$ cat config.mk
export PLATFORM = sky130hd
export DESIGN_NAME = sjf_ready_queue_dispatcher_unit_flat
export DESIGN_NICKNAME = d
export VERILOG_FILES = /design/src/hdl/sjf_pkg.sv /design/src/hdl/sjf_req_if.sv /design/src/hdl/sjf_rsp_if.sv /design/src/hdl/sjf_ready_queue_dispatcher_unit.sv /design/src/flat_wrapper.sv
export SDC_FILE = /design/constraint.sdc
export NUM_CORES = 2
export LEC_CHECK = 0
export ABC_AREA = 1
export BUFFER_PORTS_ARGS = -buffer_cell sky130_fd_sc_hd__buf_2
export CORE_MARGIN = 2
export CORE_UTILIZATION = 50
export CTS_CLUSTER_SIZE = 24
export DETAILED_ROUTE_END_ITERATION = 10
export PLACE_DENSITY = 0.78
export SLEW_MARGIN = 20
export SYNTH_ARGS = -nofsm -noshare
export SYNTH_HDL_FRONTEND = slang
export SYNTH_SLANG_ARGS = --single-unit
$ cat constraint.sdc
create_clock -name clock -period 6 [get_ports clock]
set_input_delay 0.6 -clock clock [delete_from_list [all_inputs] [get_ports clock]]
set_output_delay 0.6 -clock clock [all_outputs]
set_load 0.02 [all_outputs]
$ cat src/hdl/sjf_pkg.sv
// Shared types and codes for the shortest-job-first ready queue.
package sjf_pkg;

   localparam logic KIND_INSERT   = 1'b0;
   localparam logic KIND_DISPATCH = 1'b1;

   localparam logic [1:0] STATUS_DONE  = 2'd0;
   localparam logic [1:0] STATUS_FULL  = 2'd1;
   localparam logic [1:0] STATUS_EMPTY = 2'd2;

   typedef struct packed {
      logic [15:0] id;
      logic [15:0] burst;
      logic [31:0] arrival;
   } entry_type;

   typedef struct packed {
      logic        kind;
      logic [15:0] burst_time;
   } req_type;

   typedef struct packed {
      logic [1:0]  status;
      logic [15:0] process_id;
      logic [15:0] run_burst;
      logic [31:0] waiting_time;
      logic [31:0] clock_after;
      logic [31:0] total_waiting;
      logic [15:0] executed_count;
   } rsp_type;

endpackage

$ cat src/hdl/sjf_req_if.sv
// Request channel: valid/ready with insert or dispatch payload.
interface sjf_req_if;
   import sjf_pkg::*;
   logic    valid;
   logic    ready;
   req_type payload;
   modport source (output valid, output payload, input ready);
   modport sink (input valid, input payload, output ready);
endinterface

$ cat src/hdl/sjf_rsp_if.sv
// Response channel: valid/ready with the result of one request.
interface sjf_rsp_if;
   import sjf_pkg::*;
   logic    valid;
   logic    ready;
   rsp_type payload;
   modport source (output valid, output payload, input ready);
   modport sink (input valid, input payload, output ready);
endinterface

$ cat src/hdl/sjf_ready_queue_dispatcher_unit.sv
// Shortest-job-first ready queue: sorted circular buffer in one synchronous memory.
//
//  channel   dir  handshake              payload
//  req_chan  in   valid/ready            kind, burst_time
//  rsp_chan  out  valid/ready            status, process_id, run_burst, waiting_time,
//                                        clock_after, total_waiting, executed_count
//
// Dispatch: read head, evaluate, finish.
// Insert: the walk steps back from the tail past each queued entry with burst >=
// the new one, then writes the new entry into the hole; each step is one read and one
// write-back of the single-port-read queue memory.
// Full/empty requests go straight to the finish step. One request in flight at a time;
// the finish step waits while the previous result is not yet taken.
// Reset (synchronous) empties the queue; memory contents need no clearing.
module sjf_ready_queue_dispatcher_unit #(
   parameter int QUEUE_DEPTH = 16
) (
   input  logic clock,
   input  logic reset,
   sjf_req_if.sink   req_chan,
   sjf_rsp_if.source rsp_chan
);
   import sjf_pkg::*;

   localparam int AW = (QUEUE_DEPTH > 1) ? $clog2(QUEUE_DEPTH) : 1;
   localparam int CW = $clog2(QUEUE_DEPTH + 1);
   localparam logic [AW-1:0] LAST_SLOT = AW'(QUEUE_DEPTH - 1);
   localparam logic [CW-1:0] FULL_OCC  = CW'(QUEUE_DEPTH);

   typedef enum logic [3:0] {
      S_IDLE = 4'b0001,
      S_READ = 4'b0010,
      S_EVAL = 4'b0100,
      S_DONE = 4'b1000
   } state_type;

   entry_type queue_mem [QUEUE_DEPTH];
   entry_type rd_data_ff;

   state_type     state_ff, state_in;
   logic          kind_ff, kind_in;
   logic [15:0]   burst_ff, burst_in;
   logic [1:0]    status_ff, status_in;
   logic [AW-1:0] pos_ff, pos_in;
   logic [CW-1:0] left_ff, left_in;
   logic [AW-1:0] head_ff, head_in;
   logic [CW-1:0] occ_ff, occ_in;
   logic [15:0]   next_id_ff, next_id_in;
   logic [31:0]   clock_ff, clock_in;
   logic [31:0]   wait_sum_ff, wait_sum_in;
   logic [15:0]   done_ff, done_in;
   logic [15:0]   pid_ff, pid_in;
   logic [15:0]   rburst_ff, rburst_in;
   logic [31:0]   wait_ff, wait_in;
   logic          rsp_valid_ff, rsp_valid_in;
   rsp_type       rsp_ff, rsp_in;

   logic          mem_we;
   logic [AW-1:0] mem_waddr;
   entry_type     mem_wdata;
   logic [AW-1:0] mem_raddr;
   logic [AW-1:0] prev_pos;
   logic [CW:0]   tail_sum;
   logic [AW-1:0] tail_slot;
   logic [AW-1:0] head_next;
   logic          out_free;

   always_ff @(posedge clock) begin
      if (mem_we) begin
         queue_mem[mem_waddr] <= mem_wdata;
      end
      rd_data_ff <= queue_mem[mem_raddr];
   end

   assign prev_pos  = (pos_ff == '0) ? LAST_SLOT : pos_ff - AW'(1);
   assign head_next = (head_ff == LAST_SLOT) ? '0 : head_ff + AW'(1);
   assign tail_sum  = (CW+1)'(head_ff) + (CW+1)'(occ_ff);
   assign tail_slot = (tail_sum >= (CW+1)'(QUEUE_DEPTH)) ?
                      AW'(tail_sum - (CW+1)'(QUEUE_DEPTH)) : AW'(tail_sum);
   assign out_free  = !rsp_valid_ff || rsp_chan.ready;

   assign req_chan.ready   = (state_ff == S_IDLE);
   assign rsp_chan.valid   = rsp_valid_ff;
   assign rsp_chan.payload = rsp_ff;

   always_comb begin
      state_in     = state_ff;
      kind_in      = kind_ff;
      burst_in     = burst_ff;
      status_in    = status_ff;
      pos_in       = pos_ff;
      left_in      = left_ff;
      head_in      = head_ff;
      occ_in       = occ_ff;
      next_id_in   = next_id_ff;
      clock_in     = clock_ff;
      wait_sum_in  = wait_sum_ff;
      done_in      = done_ff;
      pid_in       = pid_ff;
      rburst_in    = rburst_ff;
      wait_in      = wait_ff;
      rsp_valid_in = rsp_valid_ff && !rsp_chan.ready;
      rsp_in       = rsp_ff;
      mem_we       = 1'b0;
      mem_waddr    = pos_ff;
      mem_wdata    = rd_data_ff;
      mem_raddr    = (kind_ff == KIND_DISPATCH) ? head_ff : prev_pos;

      unique case (state_ff)
         S_IDLE: begin
            if (req_chan.valid) begin
               kind_in   = req_chan.payload.kind;
               burst_in  = req_chan.payload.burst_time;
               status_in = STATUS_DONE;
               pid_in    = '0;
               rburst_in = '0;
               wait_in   = '0;
               pos_in    = tail_slot;
               left_in   = occ_ff;
               state_in  = S_READ;
               if (req_chan.payload.kind == KIND_INSERT && occ_ff == FULL_OCC) begin
                  status_in = STATUS_FULL;
                  state_in  = S_DONE;
               end else if (req_chan.payload.kind == KIND_DISPATCH && occ_ff == '0) begin
                  status_in = STATUS_EMPTY;
                  state_in  = S_DONE;
               end
            end
         end
         S_READ: begin
            // insert with nothing left to pass: drop the new entry into the hole
            if (kind_ff == KIND_INSERT && left_ff == '0) begin
               mem_we    = 1'b1;
               mem_wdata = '{id: next_id_ff, burst: burst_ff, arrival: clock_ff};
               state_in  = S_DONE;
            end else begin
               state_in = S_EVAL;
            end
         end
         S_EVAL: begin
            if (kind_ff == KIND_DISPATCH) begin
               pid_in    = rd_data_ff.id;
               rburst_in = rd_data_ff.burst;
               wait_in   = clock_ff - rd_data_ff.arrival;
               head_in   = head_next;
               state_in  = S_DONE;
            end else if (burst_ff > rd_data_ff.burst) begin
               mem_we    = 1'b1;
               mem_wdata = '{id: next_id_ff, burst: burst_ff, arrival: clock_ff};
               state_in  = S_DONE;
            end else begin
               // equal or longer burst moves back one slot
               mem_we   = 1'b1;
               pos_in   = prev_pos;
               left_in  = left_ff - CW'(1);
               state_in = S_READ;
            end
         end
         S_DONE: begin
            if (out_free) begin
               if (status_ff == STATUS_DONE && kind_ff == KIND_INSERT) begin
                  pid_in     = next_id_ff;
                  occ_in     = occ_ff + CW'(1);
                  next_id_in = next_id_ff + 16'd1;
               end else if (status_ff == STATUS_DONE) begin
                  occ_in      = occ_ff - CW'(1);
                  wait_sum_in = wait_sum_ff + wait_ff;
                  clock_in    = clock_ff + 32'(rburst_ff);
                  done_in     = done_ff + 16'd1;
               end
               rsp_in = '{status: status_ff, process_id: pid_in, run_burst: rburst_ff,
                          waiting_time: wait_ff, clock_after: clock_in,
                          total_waiting: wait_sum_in, executed_count: done_in};
               rsp_valid_in = 1'b1;
               state_in     = S_IDLE;
            end
         end
         default: state_in = S_IDLE;
      endcase
   end

   always_ff @(posedge clock) begin
      if (reset) begin
         state_ff     <= S_IDLE;
         head_ff      <= '0;
         occ_ff       <= '0;
         next_id_ff   <= 16'd1;
         clock_ff     <= '0;
         wait_sum_ff  <= '0;
         done_ff      <= '0;
         rsp_valid_ff <= 1'b0;
      end else begin
         state_ff     <= state_in;
         head_ff      <= head_in;
         occ_ff       <= occ_in;
         next_id_ff   <= next_id_in;
         clock_ff     <= clock_in;
         wait_sum_ff  <= wait_sum_in;
         done_ff      <= done_in;
         rsp_valid_ff <= rsp_valid_in;
      end
   end

   always_ff @(posedge clock) begin
      kind_ff   <= kind_in;
      burst_ff  <= burst_in;
      status_ff <= status_in;
      pos_ff    <= pos_in;
      left_ff   <= left_in;
      pid_ff    <= pid_in;
      rburst_ff <= rburst_in;
      wait_ff   <= wait_in;
      rsp_ff    <= rsp_in;
   end

`ifndef ASSERT_OFF
   a_occ_bound: assert property (@(posedge clock) disable iff (reset)
      occ_ff <= FULL_OCC)
      else $error("queue occupancy above depth");

   a_insert_walk: assert property (@(posedge clock) disable iff (reset)
      (state_ff == S_READ && kind_ff == KIND_INSERT && status_ff == STATUS_DONE)
      |-> left_ff < FULL_OCC && left_ff <= occ_ff)
      else $error("insert walk passes more entries than queued");

   a_full_status: assert property (@(posedge clock) disable iff (reset)
      (rsp_valid_ff && rsp_ff.status == STATUS_FULL) |-> occ_ff == FULL_OCC)
      else $error("full reported with room in queue");

   a_one_busy: assert property (@(posedge clock) disable iff (reset)
      (state_ff != S_IDLE) |-> !req_chan.ready)
      else $error("request taken while busy");
`endif

endmodule

$ cat src/flat_wrapper.sv
// flat-port wrapper written by rule: the top's interface ports become plain ports
module sjf_ready_queue_dispatcher_unit_flat import sjf_pkg::*;
#(
   parameter int QUEUE_DEPTH = 16
)
  (clock, reset, req_chan_valid, req_chan_payload, req_chan_ready, rsp_chan_valid, rsp_chan_payload, rsp_chan_ready);
  sjf_req_if req_chan_i ();
  sjf_rsp_if rsp_chan_i ();
  input  logic clock;
  input  logic reset;
  input wire logic [$bits(req_chan_i.valid)-1:0] req_chan_valid;
  input wire logic [$bits(req_chan_i.payload)-1:0] req_chan_payload;
  output wire logic [$bits(req_chan_i.ready)-1:0] req_chan_ready;
  output wire logic [$bits(rsp_chan_i.valid)-1:0] rsp_chan_valid;
  output wire logic [$bits(rsp_chan_i.payload)-1:0] rsp_chan_payload;
  input wire logic [$bits(rsp_chan_i.ready)-1:0] rsp_chan_ready;
  assign req_chan_i.valid = req_chan_valid;
  assign req_chan_i.payload = req_chan_payload;
  assign req_chan_ready = req_chan_i.ready;
  assign rsp_chan_valid = rsp_chan_i.valid;
  assign rsp_chan_payload = rsp_chan_i.payload;
  assign rsp_chan_i.ready = rsp_chan_ready;
  sjf_ready_queue_dispatcher_unit #(.QUEUE_DEPTH(QUEUE_DEPTH)) u_core (.clock(clock), .reset(reset), .req_chan(req_chan_i), .rsp_chan(rsp_chan_i));
endmodule
Yosys cells after proc, flatten, opt, wreduce, memory -nomap -nowiden
Memory sizes are Yosys's and may differ from the RTL's. A register that Yosys moved wholly into a read port is not among the register bits.
Cells that the tools add are included.
{"block": "classes", "magnitude_cmp": 2, "mux": 50, "n_reduce_logical": 24, "n_bitwise": 2, "n_eq_ne": 11, "n_addsub": 12}
{"op": "two-way mux 32 bit", "count": 6}
{"op": "two-way mux 64 bit", "count": 3}
{"op": "case mux 64 bit (2 select lines)", "count": 1}
{"op": "two-way mux 16 bit", "count": 7}
{"op": "case mux 32 bit (2 select lines)", "count": 1}
{"op": "two-way mux 4 bit", "count": 14}
{"op": "case mux 16 bit (3 select lines)", "count": 1}
{"op": "adder 16 x 1 -> 16 bit (second input constant)", "count": 2}
{"op": "adder 32 x 16 -> 32 bit", "count": 1}
{"op": "adder 32 bit", "count": 1}
{"op": "case mux 16 bit (2 select lines)", "count": 1}
{"op": "subtractor 32 bit", "count": 1}
{"op": "two-way mux 5 bit", "count": 5}
{"op": "> comparator 16 bit", "count": 1}
{"op": "case mux 4 bit (4 select lines)", "count": 1}
{"op": "zero test 5 bit", "count": 2}
{"op": "case mux 5 bit (2 select lines)", "count": 1}
{"op": "subtractor 5 x 1 -> 5 bit (second input constant)", "count": 2}
{"op": "AND reduction 3 bit", "count": 3}
{"op": "equality test 4 bit (second input constant)", "count": 2}
{"op": "case mux 4 bit (2 select lines)", "count": 1}
{"op": "AND reduction 2 bit", "count": 4}
{"op": "AND reduction 4 bit", "count": 2}
{"op": "subtractor 4 x 1 -> 4 bit (second input constant)", "count": 2}
{"op": "other kinds (21)", "count": 36}
{"block": "totals", "elab_cells": 125, "mem_count": 1, "inputBits": 21, "ram_bits": 1024, "ff_bits": 348}
{"memory": "u_core.queue_mem", "words": 16, "word_bits": 64, "read_ports": 1, "rd_ports_with_merged_regs": 1, "write_ports": 1, "line": "sjf_ready_queue_dispatcher_unit.sv:37", "rtl": "entry_type queue_mem [QUEUE_DEPTH];"}

Longest topological paths before layout
{"block": "depth", "word_depth": 6, "mapped_depth": 17, "ltp_nobuf": 17}

Worst setup path before layout
No wires, ideal clock.
{"block": "synth_path", "path_kind": "input-to-reg", "start": "input port rsp_chan_ready", "end": "register u_core.rsp_ff (netlist bit u_core.rsp_chan.payload[0]) (enable)", "setup_time_ps": 567, "slack_ps": 221, "cell_stages": 6, "required_ps": 5433, "arrival_ps": 5212, "path_cell_list": "nor2_1 > inv_1 > nand2_4 > inv_1 > buf_2 > buf_1"}
{"block": "synth_via", "elab_chain_len": 2}
{"item": "start: declaration", "line": "flat_wrapper.sv:16", "rtl": "input wire logic [$bits(rsp_chan_i.ready)-1:0] rsp_chan_ready;"}
{"item": "logical OR 1 bit", "line": "sjf_ready_queue_dispatcher_unit.sv:80", "rtl": "assign out_free = !rsp_valid_ff || rsp_chan.ready;"}
{"item": "AND reduction 2 bit (no source line)"}
{"item": "end signal: assignment", "line": "sjf_ready_queue_dispatcher_unit.sv:213", "rtl": "rsp_ff <= rsp_in;"}
{"item": "end: declaration", "line": "sjf_ready_queue_dispatcher_unit.sv:56", "rtl": "rsp_type rsp_ff, rsp_in;"}
Every way passes these cells.
A chain may end at the register's enable or synchronous reset.

==> results.sh <==
export IMPL_die_width_um=360.4
export IMPL_slew_headroom_pct=19.75
export IMPL_port_buffer_count=168
export IMPL_synthDistinctLibCells=46
export IMPL_clk_path_buf_depth=3
export IMPL_layout_area_overhead_vs_synth_pct=11.01
export IMPL_worst_ep_arrival_time_ns=4.66
export IMPL_grt_util_all_layers_pct=26.04
export IMPL_die_area_mm2=0.1299
export IMPL_number_of_antenna_violations_at_the_first_check_in_global_routing=6
export IMPL_fraction_of_the_cycle_the_final_worst_path_needs_pct=69.87
export IMPL_first_global_vias=43690
export IMPL_period_minus_slack_ns=4.192
export IMPL_status="completed"
export IMPL_power_share_of_the_sequential_group_pct=41.7
export IMPL_critical_path_peak_fanout=25
export IMPL_via_per_inst=5.961
export IMPL_die_height_um=360.4
export IMPL_timing_max_transition_violations_final=0
export IMPL_path_clk_slew_ns=0.06
export IMPL_drt_iter0_drc=6367
export IMPL_ff_latch_area_mm2=0.04138
export IMPL_wl_per_cell_um=22.43
export IMPL_initial_core_util_pct=50.44
export IMPL_vdd_ir_drop_max_mv=0.4377
export IMPL_max_cap_violations=0
export IMPL_path_cells="ha_1 -> nand2_1 -> inv_1 -> nand3_1 -> nor3_2 -> nand4_2 -> nand3_2 -> nand2_2 -> inv_2 -> buf_4 -> nand2_1 -> nand3_1"
export IMPL_finish_net_count=6126
export IMPL_clock_fmax_mhz=238.5
export IMPL_least_margin_pin_slew_ns=1.201
export IMPL_sink_count_of_the_clock_tree=1436
export IMPL_postSynth_topFlopCell="sky130_fd_sc_hd__edfxtp_1"
export IMPL_post_dp_hpwl_um=100700
export IMPL_power_density_cell_area_mw_per_mm2=454.5
export IMPL_grt_first_pass_wirelength_um=258100
export IMPL_slowest_stage_cell_cp="sky130_fd_sc_hd__nand4_2"
export IMPL_setup_slack_ns=1.808
export IMPL_post_syn_area_per_cell_um2=10.71
export IMPL_cellLeakagePower_nw=26.81
export IMPL_final_setup_viol_count=0
export IMPL_cts_root_buffer_cell="sky130_fd_sc_hd__clkbuf_16"
export IMPL_timing_hold_worst_class="in2reg"
export IMPL_drt_wirelength_um=174000
export IMPL_slowest_delay_ns=0.57
export IMPL_clk_latency_ns=0.77
export IMPL_postSynthNetCount=6067
export IMPL_cts_made_buffers=137
export IMPL_core_area_mm2=0.1259
export IMPL_layout_drive_gt1_share_pct=8.549
export IMPL_worst_reg_to_reg_path_cell_count=12
export IMPL_setup_worst_path_start_class="flip-flop"
export IMPL_area_of_the_mapped_netlist_mm2=0.06350
export IMPL_min_delay_path_depth=1
export IMPL_number_of_standard_cells_after_synthesis=5932
export IMPL_regToRegSetupSlack_ns=1.81
export IMPL_clock_power_share_pct=27.2
export IMPL_antenna_diode_count=0
export IMPL_async_flop_share_pct=0
export IMPL_cts_h_tree_depth=4
export IMPL_synth_seq_cells=1436
export IMPL_p_int_mw=20.46
export IMPL_rsz0062_at_grt="false"
export IMPL_post_synth_edffs=1262
export IMPL_timing_setup_critical_path_class="reg2reg"
export IMPL_finalHoldViolations=0
export IMPL_route_detailed_drc=0
export IMPL_grt_max_degree=182
export IMPL_timing_clock_skew_ns=0.02351
export IMPL_combPwrFrac_pct=31.1
export IMPL_antenna_violating_nets_post_route=0
export IMPL_crit_required_ns=6.46
export IMPL_detail_route_first_pass_iterations=6
export IMPL_overall_via_count_from_detail_route=46230
export IMPL_placementRows=130
export IMPL_fillers=10060
export IMPL_timing_setup_tns_ns=0
export IMPL_synth_seq_area_share_pct=65.16
export IMPL_power_switching_fraction_pct=36.13
export IMPL_multiInputGateArea_mm2=0.01800
export IMPL_gpl_final_weighted_congestion=0.9704
export IMPL_yosysWarnings=0
export IMPL_floorplan_io_pins=169
export IMPL_switch_pwr_mw=11.58
export IMPL_grt_remaining_overflow=0
export IMPL_dpl_worst_slack_ns=2.061
export IMPL_crit_path_end_kind="flip-flop"
export IMPL_clock_tree_from_tritoncts="done"
[cell families (layout without fill, tap and decap cells)]
kind of cell	count (synthesis)	count (layout)	share of synthesized area, %
compound gates	1602	1602	13.87
mux	1	1	0.01576
buf+inv	1073	1247	6.798
fa+ha+maj	114	114	2.305
flops	1436	1436	65.16
simple gates	1663	1663	11.25
xor+xnor	43	43	0.5931
[power by group through the flow]
stage                     clock network [mW]  logic, mW  registers, mW
after floorplan                            0       6.82           13.3
after global placement                     0       9.28           13.5
after detailed placement                   0       9.61           13.5
after CTS                               8.76       9.71           13.3
after global routing                    9.14       10.8           13.4
final                                   8.72       9.95           13.4
[Yosys cell counts, types with 5 or more instances]
library cell	instances	share of area [%]
sky130_fd_sc_hd__buf_6	15	0.27
sky130_fd_sc_hd__clkbuf_1	185	1.1
sky130_fd_sc_hd__xor2_1	21	0.29
sky130_fd_sc_hd__nor4_1	8	0.079
sky130_fd_sc_hd__inv_1	744	4.4
sky130_fd_sc_hd__nor2_1	201	1.2
sky130_fd_sc_hd__ha_1	109	2.1
sky130_fd_sc_hd__or2_2	19	0.19
sky130_fd_sc_hd__o21ai_0	583	4.6
sky130_fd_sc_hd__clkbuf_2	5	0.039
sky130_fd_sc_hd__buf_4	23	0.27
sky130_fd_sc_hd__a21o_1	7	0.083
sky130_fd_sc_hd__o21a_1	7	0.083
sky130_fd_sc_hd__dfxtp_1	174	5.5
sky130_fd_sc_hd__nand3_1	458	3.6
sky130_fd_sc_hd__nand4_1	37	0.36
sky130_fd_sc_hd__o211ai_1	258	3.1
sky130_fd_sc_hd__nand2_2	5	0.049
sky130_fd_sc_hd__nor3_1	41	0.32
sky130_fd_sc_hd__o21ai_1	64	0.50
sky130_fd_sc_hd__buf_1	21	0.12
sky130_fd_sc_hd__buf_2	67	0.53
sky130_fd_sc_hd__a22o_1	12	0.17
sky130_fd_sc_hd__inv_2	11	0.065
sky130_fd_sc_hd__fa_1	5	0.16
sky130_fd_sc_hd__edfxtp_1	1262	60
sky130_fd_sc_hd__a211oi_1	8	0.095
sky130_fd_sc_hd__nand2_1	876	5.2
sky130_fd_sc_hd__a21oi_1	647	5.1
sky130_fd_sc_hd__xnor2_1	22	0.30
sky130_fd_sc_hd__o21bai_1	9	0.11
[state kept, by name (all words and copies together) (netlist names), 4 cells and up]
| signal | flops |
|---|---|
| u_core.clock_ff | 32 |
| u_core.rsp_chan.payload | 146 |
| u_core.rd_data_ff | 64 |
| u_core.burst_ff | 16 |
| u_core.mem_waddr | 4 |
| u_core.occ_ff | 5 |
| u_core.done_ff | 16 |
| u_core.left_ff | 5 |
| u_core.queue_mem | 1024 |
| u_core.wait_sum_ff | 32 |
| u_core.pid_ff | 16 |
| u_core.rburst_ff | 16 |
| u_core.wait_ff | 32 |
| u_core.head_ff | 4 |
| u_core.next_id_ff | 16 |
| u_core.state_ff | 4 |
[worst max-delay path, delay by kind of cell (launching register included)]
| kind | cells | cell delay, ns |
|---|---|---|
| buf+inv | 3 | 0.58 |
| flops | 1 | 0.42 |
| simple gates | 8 | 2.56 |
| fa+ha+maj | 1 | 0.33 |
[placed cells by master (no fill, tap or decap), drive strengths merged, types with 191 or more instances in the layout]
master	instances
edfxtp	1262
clkbuf	191
a21oi	647
inv	764
nand3	459
o21ai	647
nand2	883
buf	235
nor2	205
o211ai	258
[repair_timing]
action,in CTS,in global routing
endpoints found under the setup margin,0,0
buffers inserted,0,0
resized for setup,0,0
hold endpoints to repair,1,0
hold buffers,1,0
[layer usage]
metal	wire length, um	global-route usage, %
met2	80930	42.25
met3	21350	5.274
met5	37	0
met4	6115	10.26
met1	65550	34.51
[metrics by stage]
| step | instances | total power [mW] | cell area (um2) | util (%) | hold WS, ns |
|---|---|---|---|---|---|
| 6_report | 7756 | 32.04 | 70490 | 55.99 | 0.03420 |
| 5_1_grt | 7756 | 33.38 | 70490 | 55.99 | 0.01846 |
| 4_1_cts | 7756 | 31.80 | 70490 | 55.99 | 0.001311 |
| 3_5_place_dp | 7501 | 23.15 | 65930 | 52.37 | 0.4449 |
| 3_3_place_gp | 7501 | 22.78 | 65930 | 52.37 | 0.4303 |
| 2_1_floorplan | 5932 | 20.16 | 63500 | - | 0.4272 |
[layout make-up]
cell class	instances	area share (%)
clock buffers	191	5.660
flip-flops and latches	1436	58.70
well taps	1650	2.929
clock inverters	63	0.8058
inverters	757	4.056
repair buffers	236	2.311
multi-input cells	3423	25.54
[final timing paths]
path | start | endpoint
setup / recovery | u_core.burst_ff[15] | u_core.queue_mem[9][41]
hold / removal | req_chan_payload[6] | u_core.burst_ff[6]
setup reg to reg | u_core.burst_ff[15] | u_core.queue_mem[9][41]
hold reg to reg | u_core.status_ff[1] | u_core.rsp_chan.payload[145]
(Power assumes the default switching activity.)
